File: config.mk
export PLATFORM = sky130hd
export DESIGN_NAME = exponential_pitch_glide_unit
export DESIGN_NICKNAME = d
export VERILOG_FILES = /design/src/epg_pkg.sv /design/src/exponential_pitch_glide_unit.sv
export VERILOG_INCLUDE_DIRS = /design/src /design/src/src
export SDC_FILE = /design/constraint.sdc
export NUM_CORES = 1
export LEC_CHECK = 0
export BUFFER_PORTS_ARGS = -buffer_cell sky130_fd_sc_hd__buf_2
export CORE_ASPECT_RATIO = 0.8
export CORE_MARGIN = 2
export CORE_UTILIZATION = 60
export CTS_CLUSTER_DIAMETER = 150
export DETAILED_ROUTE_END_ITERATION = 8
export HOLD_SLACK_MARGIN = 0.12
export PLACE_DENSITY_LB_ADDON = 0.15
export SYNTH_ARGS = -nofsm -noshare
export SYNTH_HDL_FRONTEND = slang
export SYNTH_SLANG_ARGS = --single-unit
File: constraint.sdc
create_clock -name clk -period 5.4 [get_ports clk]
set_input_delay 0 -clock clk [delete_from_list [all_inputs] [get_ports clk]]
set_output_delay 0 -clock clk [all_outputs]
set_load 0.05 [all_outputs]
File: src/exponential_pitch_glide_unit_macros.svh
// Assertion macros for the exponential pitch glide unit.
// Expects clk and rst_n in the scope of the module that includes this file.
`ifndef EXPONENTIAL_PITCH_GLIDE_UNIT_MACROS_SVH
`define EXPONENTIAL_PITCH_GLIDE_UNIT_MACROS_SVH

// Same-cycle implication, disabled while in reset.
`define EPG_ASSERT_NOW(lbl, ante, cons, msg) \
    lbl: assert property (@(posedge clk) disable iff (!rst_n) (ante) |-> (cons)) \
        else $error(msg);

// Next-cycle implication, disabled while in reset.
`define EPG_ASSERT_NEXT(lbl, ante, cons, msg) \
    lbl: assert property (@(posedge clk) disable iff (!rst_n) (ante) |=> (cons)) \
        else $error(msg);

`endif

File: src/epg_pkg.sv
// Shared types and constants for the exponential pitch glide unit.
// No dependencies.
package epg_pkg;

    localparam int FREQ_W         = 32;
    localparam int FREQ_FRAC_BITS = 16;
    localparam int DIGIT_W        = 4;
    localparam int GLIDE_COEFF_W  = 25;
    localparam int SNAP_RATIO_W   = 24;
    localparam int APB_ADDR_W     = 4;
    localparam int APB_DATA_W     = 32;

    localparam logic [FREQ_W-1:0] RESET_FREQ = FREQ_W'(64'd440 << FREQ_FRAC_BITS);

    localparam logic [GLIDE_COEFF_W-1:0] COEFF_RESET = GLIDE_COEFF_W'(25'd16777216);
    localparam logic [SNAP_RATIO_W-1:0]  RATIO_RESET = SNAP_RATIO_W'(24'd168);

    // register word index (paddr[3:2])
    typedef enum logic [1:0] {
        REG_GLIDE_ENABLE = 2'd0,
        REG_LEGATO_ONLY  = 2'd1,
        REG_GLIDE_COEFF  = 2'd2,
        REG_SNAP_RATIO   = 2'd3
    } reg_idx_t;

    typedef enum logic [1:0] {
        OP_TICK       = 2'd0,
        OP_SET_TARGET = 2'd1,
        OP_SNAP       = 2'd2
    } opcode_t;

    typedef enum logic [2:0] {
        ST_IDLE,
        ST_MUL_STEP,
        ST_UPDATE,
        ST_MUL_SNAP,
        ST_CHECK,
        ST_DONE
    } state_t;

    typedef struct packed {
        logic in_ready;
        logic start_mul;
        logic mul_run;
        logic update;
        logic check;
        logic emit;
    } ctrl_t;

endpackage

File: src/exponential_pitch_glide_unit.sv
// Tick while gliding: IDLE accepts, MUL_STEP forms the step, UPDATE moves the current
// frequency, MUL_SNAP and CHECK apply the snap ratio, DONE emits the word once output is free.
// Other words go from IDLE to DONE. No new word is accepted until the FSM is back in IDLE.
// One shared 4-bit-digit serial multiplier is run twice per gliding tick.
// Async active-low reset: 440 Hz current/target, glide off, registers to defaults.
// Uses epg_pkg and exponential_pitch_glide_unit_macros.svh.
`include "exponential_pitch_glide_unit_macros.svh"

module exponential_pitch_glide_unit #(
    parameter int COEFF_FRAC_BITS = 24
) (
    input  logic                            clk,
    input  logic                            rst_n,
    // input channel
    input  logic                            in_valid,
    output logic                            in_ready,
    input  logic [1:0]                      opcode,
    input  logic [epg_pkg::FREQ_W-1:0]      freq_in,
    input  logic                            is_legato,
    // output channel
    output logic                            out_valid,
    input  logic                            out_ready,
    output logic [epg_pkg::FREQ_W-1:0]      freq_out,
    output logic                            gliding,
    // config port
    input  logic                            psel,
    input  logic                            penable,
    input  logic                            pwrite,
    input  logic [epg_pkg::APB_ADDR_W-1:0]  paddr,
    input  logic [epg_pkg::APB_DATA_W-1:0]  pwdata,
    output logic [epg_pkg::APB_DATA_W-1:0]  prdata,
    output logic                            pready
);

    localparam int FW    = epg_pkg::FREQ_W;
    localparam int DW    = epg_pkg::DIGIT_W;
    localparam int CFB   = COEFF_FRAC_BITS;
    localparam int MB    = (CFB + 1 > epg_pkg::SNAP_RATIO_W) ? CFB + 1 : epg_pkg::SNAP_RATIO_W;
    localparam int NDIG  = (MB + DW - 1) / DW;
    localparam int MBR   = NDIG * DW;
    localparam int PW    = FW + MBR;
    localparam int CNT_W = $clog2(NDIG);
    localparam int CEW   = (CFB + 2 > epg_pkg::GLIDE_COEFF_W) ? CFB + 2 : epg_pkg::GLIDE_COEFF_W;

    localparam logic [CEW-1:0]   COEFF_UNITY = {{(CEW-1){1'b0}}, 1'b1} << CFB;
    localparam logic [CNT_W-1:0] CNT_LAST    = CNT_W'(NDIG - 1);

    // config registers
    logic                                glide_enable_reg, glide_enable_next;
    logic                                legato_only_reg,  legato_only_next;
    logic [epg_pkg::GLIDE_COEFF_W-1:0]   glide_coeff_reg,  glide_coeff_next;
    logic [epg_pkg::SNAP_RATIO_W-1:0]    snap_ratio_reg,   snap_ratio_next;

    // glide state
    logic [FW-1:0]        current_reg, current_next;
    logic [FW-1:0]        target_reg,  target_next;
    logic                 active_reg,  active_next;

    // serial multiplier and tick scratch
    epg_pkg::state_t      state_reg, state_next;
    logic [CNT_W-1:0]     cnt_reg,   cnt_next;
    logic [FW-1:0]        mul_a_reg, mul_a_next;
    logic [MBR-1:0]       mul_b_reg, mul_b_next;
    logic [PW-1:0]        prod_reg,  prod_next;
    logic                 dir_reg,   dir_next;
    logic [FW-1:0]        diff_reg,  diff_next;
    logic [FW-1:0]        dist_reg,  dist_next;

    // output word
    logic                 out_valid_reg, out_valid_next;
    logic [FW-1:0]        freq_out_reg,  freq_out_next;
    logic                 gliding_reg,   gliding_next;

    epg_pkg::ctrl_t       ctrl;

    logic                 cfg_wr;
    logic                 accept;
    logic                 out_free;
    logic                 mul_last;
    logic                 dir_up;
    logic [FW-1:0]        diff_now;
    logic [CEW-1:0]       coeff_ext;
    logic [CEW-1:0]       coeff_sat;
    logic [FW+DW-1:0]     mul_sum;
    logic [FW-1:0]        step;
    logic [PW-1:0]        snap_lhs;
    logic                 snap_hit;

    assign pready   = 1'b1;
    assign cfg_wr   = psel && penable && pwrite;
    assign accept   = in_valid && ctrl.in_ready;
    assign out_free = !out_valid_reg || out_ready;
    assign mul_last = (cnt_reg == CNT_LAST);

    assign in_ready  = ctrl.in_ready;
    assign out_valid = out_valid_reg;
    assign freq_out  = freq_out_reg;
    assign gliding   = gliding_reg;

    // datapath helpers
    assign dir_up    = (target_reg >= current_reg);
    assign diff_now  = dir_up ? (target_reg - current_reg) : (current_reg - target_reg);
    assign coeff_ext = CEW'(glide_coeff_reg);
    assign coeff_sat = (coeff_ext > COEFF_UNITY) ? COEFF_UNITY : coeff_ext;

    // one radix-16 digit per cycle; the high part stays below 16*a, so FW+DW bits hold it
    assign mul_sum = (FW+DW)'(prod_reg[PW-1:MBR])
                   + (FW+DW)'(mul_a_reg) * (FW+DW)'(mul_b_reg[DW-1:0]);

    assign step     = prod_reg[CFB +: FW];
    assign snap_lhs = PW'({dist_reg, {CFB{1'b0}}});
    assign snap_hit = (dist_reg == '0) || (snap_lhs < prod_reg);

    always_comb
    begin
        case (paddr[3:2])
            epg_pkg::REG_GLIDE_ENABLE: prdata = epg_pkg::APB_DATA_W'(glide_enable_reg);
            epg_pkg::REG_LEGATO_ONLY:  prdata = epg_pkg::APB_DATA_W'(legato_only_reg);
            epg_pkg::REG_GLIDE_COEFF:  prdata = epg_pkg::APB_DATA_W'(glide_coeff_reg);
            epg_pkg::REG_SNAP_RATIO:   prdata = epg_pkg::APB_DATA_W'(snap_ratio_reg);
            default:                   prdata = '0;
        endcase
    end

    // next state
    always_comb
    begin
        state_next = state_reg;
        case (state_reg)
            epg_pkg::ST_IDLE:
            begin
                if (in_valid)
                begin
                    if (opcode == epg_pkg::OP_TICK && active_reg)
                        state_next = epg_pkg::ST_MUL_STEP;
                    else
                        state_next = epg_pkg::ST_DONE;
                end
            end
            epg_pkg::ST_MUL_STEP:
            begin
                if (mul_last)
                    state_next = epg_pkg::ST_UPDATE;
            end
            epg_pkg::ST_UPDATE:
                state_next = epg_pkg::ST_MUL_SNAP;
            epg_pkg::ST_MUL_SNAP:
            begin
                if (mul_last)
                    state_next = epg_pkg::ST_CHECK;
            end
            epg_pkg::ST_CHECK:
                state_next = epg_pkg::ST_DONE;
            epg_pkg::ST_DONE:
            begin
                if (out_free)
                    state_next = epg_pkg::ST_IDLE;
            end
            default:
                state_next = epg_pkg::ST_IDLE;
        endcase
    end

    // FSM outputs
    always_comb
    begin
        ctrl = '0;
        case (state_reg)
            epg_pkg::ST_IDLE:
            begin
                ctrl.in_ready  = 1'b1;
                ctrl.start_mul = in_valid && (opcode == epg_pkg::OP_TICK) && active_reg;
            end
            epg_pkg::ST_MUL_STEP: ctrl.mul_run = 1'b1;
            epg_pkg::ST_UPDATE:   ctrl.update  = 1'b1;
            epg_pkg::ST_MUL_SNAP: ctrl.mul_run = 1'b1;
            epg_pkg::ST_CHECK:    ctrl.check   = 1'b1;
            epg_pkg::ST_DONE:     ctrl.emit    = out_free;
            default:              ctrl         = '0;
        endcase
    end

    // datapath and register updates
    always_comb
    begin
        glide_enable_next = glide_enable_reg;
        legato_only_next  = legato_only_reg;
        glide_coeff_next  = glide_coeff_reg;
        snap_ratio_next   = snap_ratio_reg;
        current_next      = current_reg;
        target_next       = target_reg;
        active_next       = active_reg;
        cnt_next          = cnt_reg;
        mul_a_next        = mul_a_reg;
        mul_b_next        = mul_b_reg;
        prod_next         = prod_reg;
        dir_next          = dir_reg;
        diff_next         = diff_reg;
        dist_next         = dist_reg;
        out_valid_next    = out_valid_reg;
        freq_out_next     = freq_out_reg;
        gliding_next      = gliding_reg;

        if (cfg_wr)
        begin
            case (paddr[3:2])
                epg_pkg::REG_GLIDE_ENABLE: glide_enable_next = pwdata[0];
                epg_pkg::REG_LEGATO_ONLY:  legato_only_next  = pwdata[0];
                epg_pkg::REG_GLIDE_COEFF:
                    glide_coeff_next = pwdata[epg_pkg::GLIDE_COEFF_W-1:0];
                epg_pkg::REG_SNAP_RATIO:
                    snap_ratio_next  = pwdata[epg_pkg::SNAP_RATIO_W-1:0];
                default: ;
            endcase
        end

        if (accept)
        begin
            case (opcode)
                epg_pkg::OP_TICK:
                begin
                    // tick while idle changes nothing
                    if (ctrl.start_mul)
                    begin
                        mul_a_next = diff_now;
                        mul_b_next = MBR'(coeff_sat);
                        prod_next  = '0;
                        cnt_next   = '0;
                        dir_next   = dir_up;
                        diff_next  = diff_now;
                    end
                end
                epg_pkg::OP_SET_TARGET:
                begin
                    target_next = freq_in;
                    if (!glide_enable_reg || (legato_only_reg && !is_legato))
                    begin
                        current_next = freq_in;
                        active_next  = 1'b0;
                    end
                    else
                        active_next  = 1'b1;
                end
                epg_pkg::OP_SNAP:
                begin
                    current_next = freq_in;
                    target_next  = freq_in;
                    active_next  = 1'b0;
                end
                default: ;
            endcase
        end

        if (ctrl.mul_run)
        begin
            prod_next  = {mul_sum, prod_reg[MBR-1:DW]};
            mul_b_next = mul_b_reg >> DW;
            cnt_next   = cnt_reg + CNT_W'(1);
        end

        if (ctrl.update)
        begin
            // truncated step never exceeds the distance, so no overshoot
            current_next = dir_reg ? (current_reg + step) : (current_reg - step);
            dist_next    = diff_reg - step;
            mul_a_next   = target_reg;
            mul_b_next   = MBR'(snap_ratio_reg);
            prod_next    = '0;
            cnt_next     = '0;
        end

        if (ctrl.check && snap_hit)
        begin
            current_next = target_reg;
            active_next  = 1'b0;
        end

        if (ctrl.emit)
        begin
            out_valid_next = 1'b1;
            freq_out_next  = current_reg;
            gliding_next   = active_reg;
        end
        else if (out_valid_reg && out_ready)
            out_valid_next = 1'b0;
    end

    always_ff @(posedge clk or negedge rst_n)
    begin
        if (!rst_n)
        begin
            state_reg        <= epg_pkg::ST_IDLE;
            cnt_reg          <= '0;
            glide_enable_reg <= 1'b0;
            legato_only_reg  <= 1'b0;
            glide_coeff_reg  <= epg_pkg::COEFF_RESET;
            snap_ratio_reg   <= epg_pkg::RATIO_RESET;
            current_reg      <= epg_pkg::RESET_FREQ;
            target_reg       <= epg_pkg::RESET_FREQ;
            active_reg       <= 1'b0;
            out_valid_reg    <= 1'b0;
        end
        else
        begin
            state_reg        <= state_next;
            cnt_reg          <= cnt_next;
            glide_enable_reg <= glide_enable_next;
            legato_only_reg  <= legato_only_next;
            glide_coeff_reg  <= glide_coeff_next;
            snap_ratio_reg   <= snap_ratio_next;
            current_reg      <= current_next;
            target_reg       <= target_next;
            active_reg       <= active_next;
            out_valid_reg    <= out_valid_next;
        end
    end

    always_ff @(posedge clk)
    begin
        mul_a_reg    <= mul_a_next;
        mul_b_reg    <= mul_b_next;
        prod_reg     <= prod_next;
        dir_reg      <= dir_next;
        diff_reg     <= diff_next;
        dist_reg     <= dist_next;
        freq_out_reg <= freq_out_next;
        gliding_reg  <= gliding_next;
    end

    `EPG_ASSERT_NOW(a_rest_on_target, !active_reg, current_reg == target_reg, "idle but off target")
    `EPG_ASSERT_NEXT(a_one_word_in_flight, accept, !in_ready, "second word taken while busy")
    `EPG_ASSERT_NOW(a_step_in_range, state_reg == epg_pkg::ST_UPDATE, step <= diff_reg, "overshoot")

endmodule
**Yosys cells after proc, flatten, opt, wreduce, memory -nomap -nowiden**

Index checks and enable logic that the tools add are counted.

- Register bits: 338
- Latch bits: 0
- Memory bits (writable): 0
- Memory bits (read-only): 0
- Input port bits: 78
- Output and inout port bits: 68
- Logic and storage cells: 138
- Memories kept: 0

- $add $sub $neg: 7
- $mul: 1
- Div/mod/pow operators: 0
- Order comparisons: 3
- Equal/unequal tests: 16
- Shift operators: 0
- Mux-type cells: 44
- Bitwise logic cells: 0
- Reduce and logical (&&, ||, !) cells: 48

Operators by type and width:

| kind | number |
|---|---|
| two-way mux 32 bit | 10 |
| two-way mux 60 bit | 4 |
| one-hot mux 32 bit (4 select lines) | 1 |
| subtractor 32 bit | 4 |
| two-way mux 24 bit | 5 |
| one-hot mux 32 bit (2 select lines) | 1 |
| less-than comparator 56 x 60 -> 1 bit | 1 |
| adder 32 x 36 -> 36 bit | 1 |
| multiplier 32 x 4 -> 36 bit | 1 |
| adder 32 bit | 1 |
| greater-or-equal comparator 32 bit | 1 |
| logical NOT 32 bit | 1 |
| two-way mux 3 bit | 10 |
| greater-than comparator 25 bit, second input constant | 1 |
| two-way mux 25 bit | 1 |
| one-hot mux 3 bit (6 select lines) | 1 |
| nonzero test 2 bit | 8 |
| AND reduction 3 bit | 5 |
| nonzero test 3 bit | 5 |
| AND reduction 2 bit | 6 |
| == test 3 bit, second input constant | 3 |
| logical AND 1 bit | 9 |
| two-way mux 1 bit | 9 |
| != test 2 bit, second input constant | 4 |
| other kinds (15) | 26 |

**Depth between registers and ports, before layout**

Gate-level depths: netlist of the first run.

- Depth after elaboration: 9
- Depth in mapped cells: 20
- Mapped depth without buffers: 20

**Least setup slack after synthesis of the first run**

No wires, ideal clock.

- Path type: reg2reg
- Start: register mul_b_reg[3]
- End: register prod_reg[52]
- Library setup time: 0.137 ns
- Arrival time: 4.818 ns
- Data required time: 5.263 ns
- Path slack: 0.445 ns
- Stages on the path, launching flop included: 17
- Buffers on the path: 1
- Period minus slack after synthesis: 4.955 ns
- Path through: edfxtp_1 -> clkbuf_1 -> and2_1 -> fa_1 -> fa_1 -> inv_1 -> fa_1 -> inv_1 -> ha_1 -> a21o_1 -> or4b_2 -> o22a_1 -> a41oi_1 -> o21bai_1 -> a211oi_1 -> mux2i_1 -> o221ai_1

- Cells in the longest elaborated chain, start to end: 3

Ends and longest elaborated chain:

| what | line | text |
|---|---|---|
| from (decl) | exponential_pitch_glide_unit.sv:63 | `logic [MBR-1:0] mul_b_reg, mul_b_next;` |
| from (signal assigned) | exponential_pitch_glide_unit.sv:321 | `mul_b_reg <= mul_b_next;` |
| multiplier 32 x 4 -> 36 bit | exponential_pitch_glide_unit.sv:108 | `+ (FW+DW)'(mul_a_reg) * (FW+DW)'(mul_b_reg[DW-1:0]);` |
| adder 32 x 36 -> 36 bit | exponential_pitch_glide_unit.sv:108 |  |
| two-way mux 60 bit | exponential_pitch_glide_unit.sv:254 | `if (ctrl.mul_run)` |
| to (signal assigned) | exponential_pitch_glide_unit.sv:322 | `prod_reg <= prod_next;` |
| to (decl) | exponential_pitch_glide_unit.sv:64 | `logic [PW-1:0] prod_reg, prod_next;` |

Every way passes these cells.
A chain may end at the register's enable or synchronous reset.

**Worst setup path after layout of the first run**

Same ends and word-level chain as after synthesis.

==> summary by stage, run 1 <==
Global route
The final global-route overflow total is 0. Entering global routing, the biggest net connects 73 pins. The initial antenna violation count was 0. The via count of the first global-routing pass is 21.4k. The overall routing resource usage is 33.4%. The global-route wire length before repair is 119000 um.

Layout
The register with the most flip-flops in the layout has 60 of them. 0 antenna diodes ended up in the layout. The number of cells in the finished layout apart from fillers is 3565. The fraction of layout instances using a drive strength above 1 is 12.9%. The number of fillers in the final layout is 3325. For this run, the post-layout net count is 3356. The signed area change from the synthesized netlist to the final layout is 12.6%.

Clock tree
TritonCTS built the clock tree. The maximum clock path buffer count is 3. The clock tree synthesis step divided the H-tree into 2 levels. After clock tree synthesis, the clock-pin slew on the worst setup and hold paths is 60 ps. The number of clock buffers added by TritonCTS is 38. For the worst-skew pair, the clock arrives at the later sink with an insertion delay of 580 ps. The clock drives 338 sinks.

The cell at the root of the clock tree is clkbuf_16.

Floorplanning
The width of the die is 239 um. For this configuration, the core starts out at a cell density of 61.0%. The boundary pin count is 146. The die covers 45900 sq um. The core area is 43400 sq um. The die is 192 um tall.

The cell row count is 68.

STA
The final number of hold-violating endpoints came to 0. Setup repair after global routing left no endpoint under its margin. The final-report setup violation count is 0. The share of the clock period used by the worst path after layout is 96.7%. Between clock sinks in the finished design, the worst skew comes to 23.4 ps. Headroom to the max-slew limit came out at 27.6%. The highest clock frequency the design can meet is 0.191 GHz.

At the pin with the least slew margin, the transition time is 1080 ps. The number of pins with negative max-slew slack in the final report is 0. Summed over all failing endpoints, the final setup total negative slack is 0 ps. The shortest clock period the worst path allows after layout is 5220 ps.

Routing
The average wire per standard cell is 21.4 um. The DRC marker count from the first detailed-route iteration is 2299. The final route contains 22.2k vias.

In the routed design, unresolved DRC markers number 0. Wires add up to 76400 um. The via-per-instance ratio is 6.23. Once detail routing completed, the nets flagged for antenna violations numbered 0.

The length of the first detailed-routing pass in iterations is 6.

Synth
In the post-synthesis netlist, the biggest area contributors are edfxtp_1, dfrtp_1, ha_1. The register bit total from synthesis is 338. The count of flip-flops with a built-in enable after synthesis is 154. The most common cell in the synthesized netlist is inv_1. A synthesized cell averages 9.41 sq um. The synthesis warning total is 0. The cell area after synthesis is 26500 sq um. In the synthesized netlist the dominant register cell turns out to be edfxtp_1. The number of distinct library cell variants in the gate-level netlist after synthesis is 88. Synthesis handed over a netlist of 2815 instances.

After synthesis, the share of flip-flops with an asynchronous set or reset is 36.4%. The part of the Yosys area used for sequential elements is 33.8%. In the synthesized netlist, the cells that appear most often are inv_1, a21oi_1, ha_1, nand2_1, nor2_1. The cell taking the most area after synthesis is edfxtp_1. The share of the synthesized area in the top cell type is 17.5%.

Min path
The worst hold path class is input port to flop. The beginning of the worst hold path is freq_in[11].

Place
Port buffering added 128 buffers. The post-placement cell count is 3421. The final weighted congestion in routability-driven placement is 0.965. The half-perimeter wire length after placement is 57400 um.

Setup path
The worst setup path is captured at a flop. The launching element type of the critical path is a flop. Data on the critical path arrives at its endpoint at 5620 ps. The worst setup path startpoint is mul_b_reg[3]. In this run the register-to-register setup slack is 180 ps. At the worst endpoint, the required time is 5800 ps.

In this run the critical register-to-register path is launched from mul_b_reg[3]. By startpoint and endpoint, the worst setup path is classified as flop to flop. The largest driver fanout on the critical path is 32.

Flow run
The tool flagged a number of max-cap violations equal to 0.

Outcome
The flow ran to the end, and the final reports show no timing, DRC or antenna violations.
-- layer usage --
metal / vias up / part of all wire (%) / track usage (%)
met5: - / 0 / 0
met2: 1084 / 41 / 47.1
met1: 10700 / 47 / 52.4
met4: 0 / 2.5 / 9.01
li1: 10300 / - / -
met3: 127 / 10 / 5.58
-- area by class of cell --
class,count,area (sq um),area share (%)
well taps,560,701,2.35
multi-input cells,2080,16000,53.8
clock buffers,51,1130,3.78
inverters,275,1030,3.47
flip-flops and latches,338,8940,30.0
clock inverters,18,239,0.802
repair buffers,243,1730,5.82
-- layout by cell type (no fill, tap or decap), types with 23 or more instances in the layout --
cell type,instances
dfxtp_1,61
nor2b_1,43
edfxtp_1,154
dlygate4sd3_1,73
a31oi_1,48
and2_1,127
nor2_1,157
nand2_1,163
a21oi_1,207
buf_4,39
nand3_1,98
mux2i_1,49
o21bai_1,32
a211oi_1,29
o211ai_1,26
xor2_1,43
a21o_1,103
and3_1,23
inv_1,272
o21a_1,28
nor4_1,31
ha_1,207
dfrtp_1,109
nand4_1,26
buf_2,127
clkbuf_16,43
fa_1,95
mux2_2,107
xnor2_1,92
nor3_1,31
o22ai_1,28
o21ai_0,114
-- path summary, 6_finish.rpt --
kind	to	depth (start not counted)
worst max-delay path	prod_reg[52]	16
worst max register to register	prod_reg[52]	16
min in group asynchronous	current_reg[20]	3
max in group asynchronous	cnt_reg[0]	4
worst min register to register	mul_b_reg[24]	2
worst min-delay path	target_reg[11]	3
-- critical path, cell delays in order, from the launching register on --
cell	delay [ps]
edfxtp_1	430
buf_12	190
and2_1	160
fa_1	510
fa_1	540
inv_1	50
fa_1	500
inv_1	40
ha_1	340
a21oi_1	230
or4b_2	610
o22a_1	240
a41oi_2	310
o21bai_1	140
a211oi_1	360
mux2i_1	230
o221ai_1	150
-- cell families (layout without fill, tap and decap cells) --
family | Yosys count | in the layout | share of synthesized area, %
simple gates | 763 | 763 | 14.7
compound gates | 712 | 712 | 17.5
buf+inv | 403 | 587 | 5.93
flops | 338 | 338 | 33.8
fa+ha+maj | 302 | 302 | 17.0
mux | 160 | 160 | 6.66
xor+xnor | 135 | 135 | 4.46
other cells | 2 | 8 | 0.0284
-- timing repair --
action / in CTS / in global routing
endpoints found under the hold margin: 178 / 0
setup buffers: 0 / 1
resized for setup: 0 / 2
setup endpoints to repair: 0 / 9
hold buffers: 74 / 0
-- stage by stage --
stage	worst slack (ps)	instance area [sq um]	util (%)	hold slack (ps)
2_1_floorplan	445	26500	-	-296
3_5_place_dp	111	27700	63.8	126
4_1_cts	95.4	29800	68.7	167
6_report	176	29800	68.7	209
5_1_grt	7.59	29800	68.7	219
3_3_place_gp	251	27700	63.8	115
Power of run 1 is not shown: default switching activity piles up to over one toggle a cycle in this logic, so the estimate is an artifact.
==> run 2: changes to the inputs <==
GPL_TIMING_DRIVEN = 0   (was default)
PLACE_DENSITY = 0.89   (was default)
PLACE_DENSITY_LB_ADDON = default   (was 0.15)
==> run 2 against run 1 <==
Hold slack better by 6.3 ps; die area unchanged; via count up 7.7%; final cell count grew 2.6%; sequential share of layout area decreased by 0.27 points; global-route usage grew 4.6 points; critical path depth unchanged; clock skew is 7.1 ps higher; non-clock buffer count is 93 higher; count of clock-buffer cells in the layout shrank 2; cell area up 0.91%; routed wire length up 15%; critical path type unchanged; largest cell class unchanged.
==> summary by stage, run 2 (synthesis gave the netlist of run 1 again) <==
Place
The setup slack at placement was -377 ps (-488 ps). The final weighted congestion in routability-driven placement is 1.02 (+5.6%). The count of input and output buffers is 128 (unchanged). The half-perimeter wire length after placement is 65400 um (+14%).

Routing
The via total after detailed routing came to 23.9k (+7.7%). The DRC marker count from the first detailed-route iteration was 2734 (+19%). The average wire per standard cell is 23.9 um (+12%).

The number of design rule violations left after detail routing came to 0 (unchanged). The length of the first detailed-routing pass in iterations is 8 (+2). The count of antenna-violating nets left after detailed routing is 0 (unchanged). The via-per-instance ratio was 6.54 (+4.9%). The routed wire length is 87600 um (+15%).

STA
The remaining max-slew budget at the tightest pin was 17.2% (-10 points). The highest clock frequency the design can meet is 0.189 GHz (-1.1%). Setup repair after global routing could not meet its margin everywhere. The number of pins with negative max-slew slack in the final report is 0 (unchanged).

The share of the clock period used by the worst path after layout came to 97.8% (+1.0 points). The shortest clock period the worst path allows after layout came to 5280 ps (+56.2 ps). The final-report setup violation count was 0 (unchanged). The total negative slack for setup checks is 0 ps (unchanged). The setup slack after layout is 120 ps (-56.2 ps).

The pin slew with the least headroom to its limit came to 1230 ps (+154 ps). The clock skew came to 30.5 ps (+7.14 ps). The final number of hold-violating endpoints is 0 (unchanged).

Clock tree
The count of clock tree sinks is 338 (unchanged). The TritonCTS clock tree is yes. The maximum clock path buffer count is 3 (unchanged). The number of buffers inserted during clock tree synthesis is 38 (unchanged). In this run the clock root is driven by a clkbuf_16. The clock latency of the later-clocked register in the worst-skew pair is 570 ps (about the same). The clock edge transition at the registers on the reported setup and hold paths is 60 ps (about the same). The H-tree depth is 2 (unchanged).

Flow run
The number of maximum-capacitance violations is 0 (unchanged).

Layout
The signed area change from the synthesized netlist to the final layout is 13.6%. The flip-flop count of the largest register, all copies and words added came to 60 (unchanged). Leaving out fill and tap cells, the most frequent cell in the layout is inv_1. The final net count is 3449 (+2.8%). In the layout the commonest cells are inv_1, ha_1, a21oi_1. The fraction of layout instances using a drive strength above 1 is 12.7% (-0.29 points).

Floorplanning
The width of the die is 239 um (unchanged). The core area is 43400 sq um (unchanged). The die area came to 45900 sq um (unchanged). The starting density of the core is 61.0% (unchanged).

The height of the chip is 192 um (unchanged). The cell row count was 68 (unchanged). The boundary pin count is 146 (unchanged).

Setup path
The required time reported for the critical path endpoint is 5810 ps (about the same). On the critical path, the stage with the largest delay is an instance of or4b_2. The largest driver fanout on the critical path was 10 (-69%). STA classifies the critical path startpoint as a flop. The cell family contributing the most delay on the critical path is adder cells. The critical path is of the flop to flop type. Among the stages of the critical path, the cell type that occurs most often is fa_1. The arrival time of the worst setup path was 5690 ps (+70 ps). The largest stage delay on the critical path is 600 ps (about the same). Traced cell by cell, the critical path runs through buf_2 -> and2_1 -> fa_1 -> fa_1 -> inv_1 -> fa_1 -> inv_1 -> ha_1 -> a21o_1 -> or4b_2 -> o22a_2 -> a41oi_4 -> o21bai_1 -> a211oi_2 -> mux2i_1 -> o221ai_1. STA classifies the critical path endpoint as a flop. The buffering stage count on the worst path with inverters included is 3 (unchanged).

Global route
The initial antenna violation count was 1 (+1). The overall routing resource usage was 38.0% (+4.6 points). The pin count of the biggest net entering global routing is 92 (+26%).

The via count of the first global-routing pass was 23.2k (+8.4%). The final global-route overflow total is 0 (unchanged). The global-route wire length before repair is 133000 um (+12%).

Outcome
The flow ran to the end, and the final reports show no timing, DRC or antenna violations.

Min path
The worst hold path class is input port to flop.
-- run 2: cell types whose count changed in the layout (fill, tap and decap cells not counted), sizes merged --
cell,delta
bufinv,-1
buf,+11
clkbuf,+80
clkinv,+7
inv,-4
diode,+1
-- run 2: stage by stage --
stage          std cells  util [%]  hold slack (ps)  cell area [sq um]
2_1_floorplan       2821         -             -296              26500
3_3_place_gp        3509      64.2              234              27900
3_5_place_dp        3511      64.3            -85.0              27900
4_1_cts             3654      69.2              178              30000
5_1_grt             3658      69.3              239              30100
6_report            3659      69.3              215              30100
-- run 2: path summary, 6_finish.rpt --
path / endpoint / cells after the start / start / slack, ps
setup / recovery: prod_reg[52] / 16 / mul_b_reg[2] / 120
hold / removal: glide_coeff_reg[23] / 3 / pwdata[23] / 220
setup reg to reg: prod_reg[52] / 16 / mul_b_reg[2] / 120
hold reg to reg: prod_reg[4] / 2 / prod_reg[8] / 470
max in group asynchronous: target_reg[1] / 4 / rst_n / 4350
min in group asynchronous: snap_ratio_reg[7] / 3 / rst_n / 530
-- run 2: per-layer routing --
| metal | GRT usage (%) | up-vias | wire length, um |
|---|---|---|---|
| li1 | - | 10500 | - |
| met1 | 54.6 | 11600 | 36000 |
| met2 | 57.4 | 1619 | 37900 |
| met3 | 7.44 | 256 | 10400 |
| met4 | 13.1 | 0 | 3250 |
| met5 | 0 | - | 0 |
-- run 2: repair_timing --
item | in CTS | in global routing
endpoints found under the setup margin | 14 | 11
gates resized for setup | 12 | 22
hold buffers | 74 | 0
endpoints found under the hold margin | 238 | 0
setup buffers | 0 | 4
pin swaps | 1 | 2
-- run 2: layout make-up --
type,count,area (sq um)
Clock buffer,49,1090
Tap cell,560,701
Antenna cell,1,2.50
Fill cell,3140,13300
Buffer,128,559
Multi-Input combinational cell,2080,16100
Clock inverter,20,211
Inverter,275,1030
Sequential cell,338,8940
Timing Repair Buffer,208,1480
-- run 2: worst min-delay path: stages --
cell	delay [ps]
dlygate4sd3_1	510
buf_2	100
mux2_2	130
Power of run 2 is left out for the same reason.
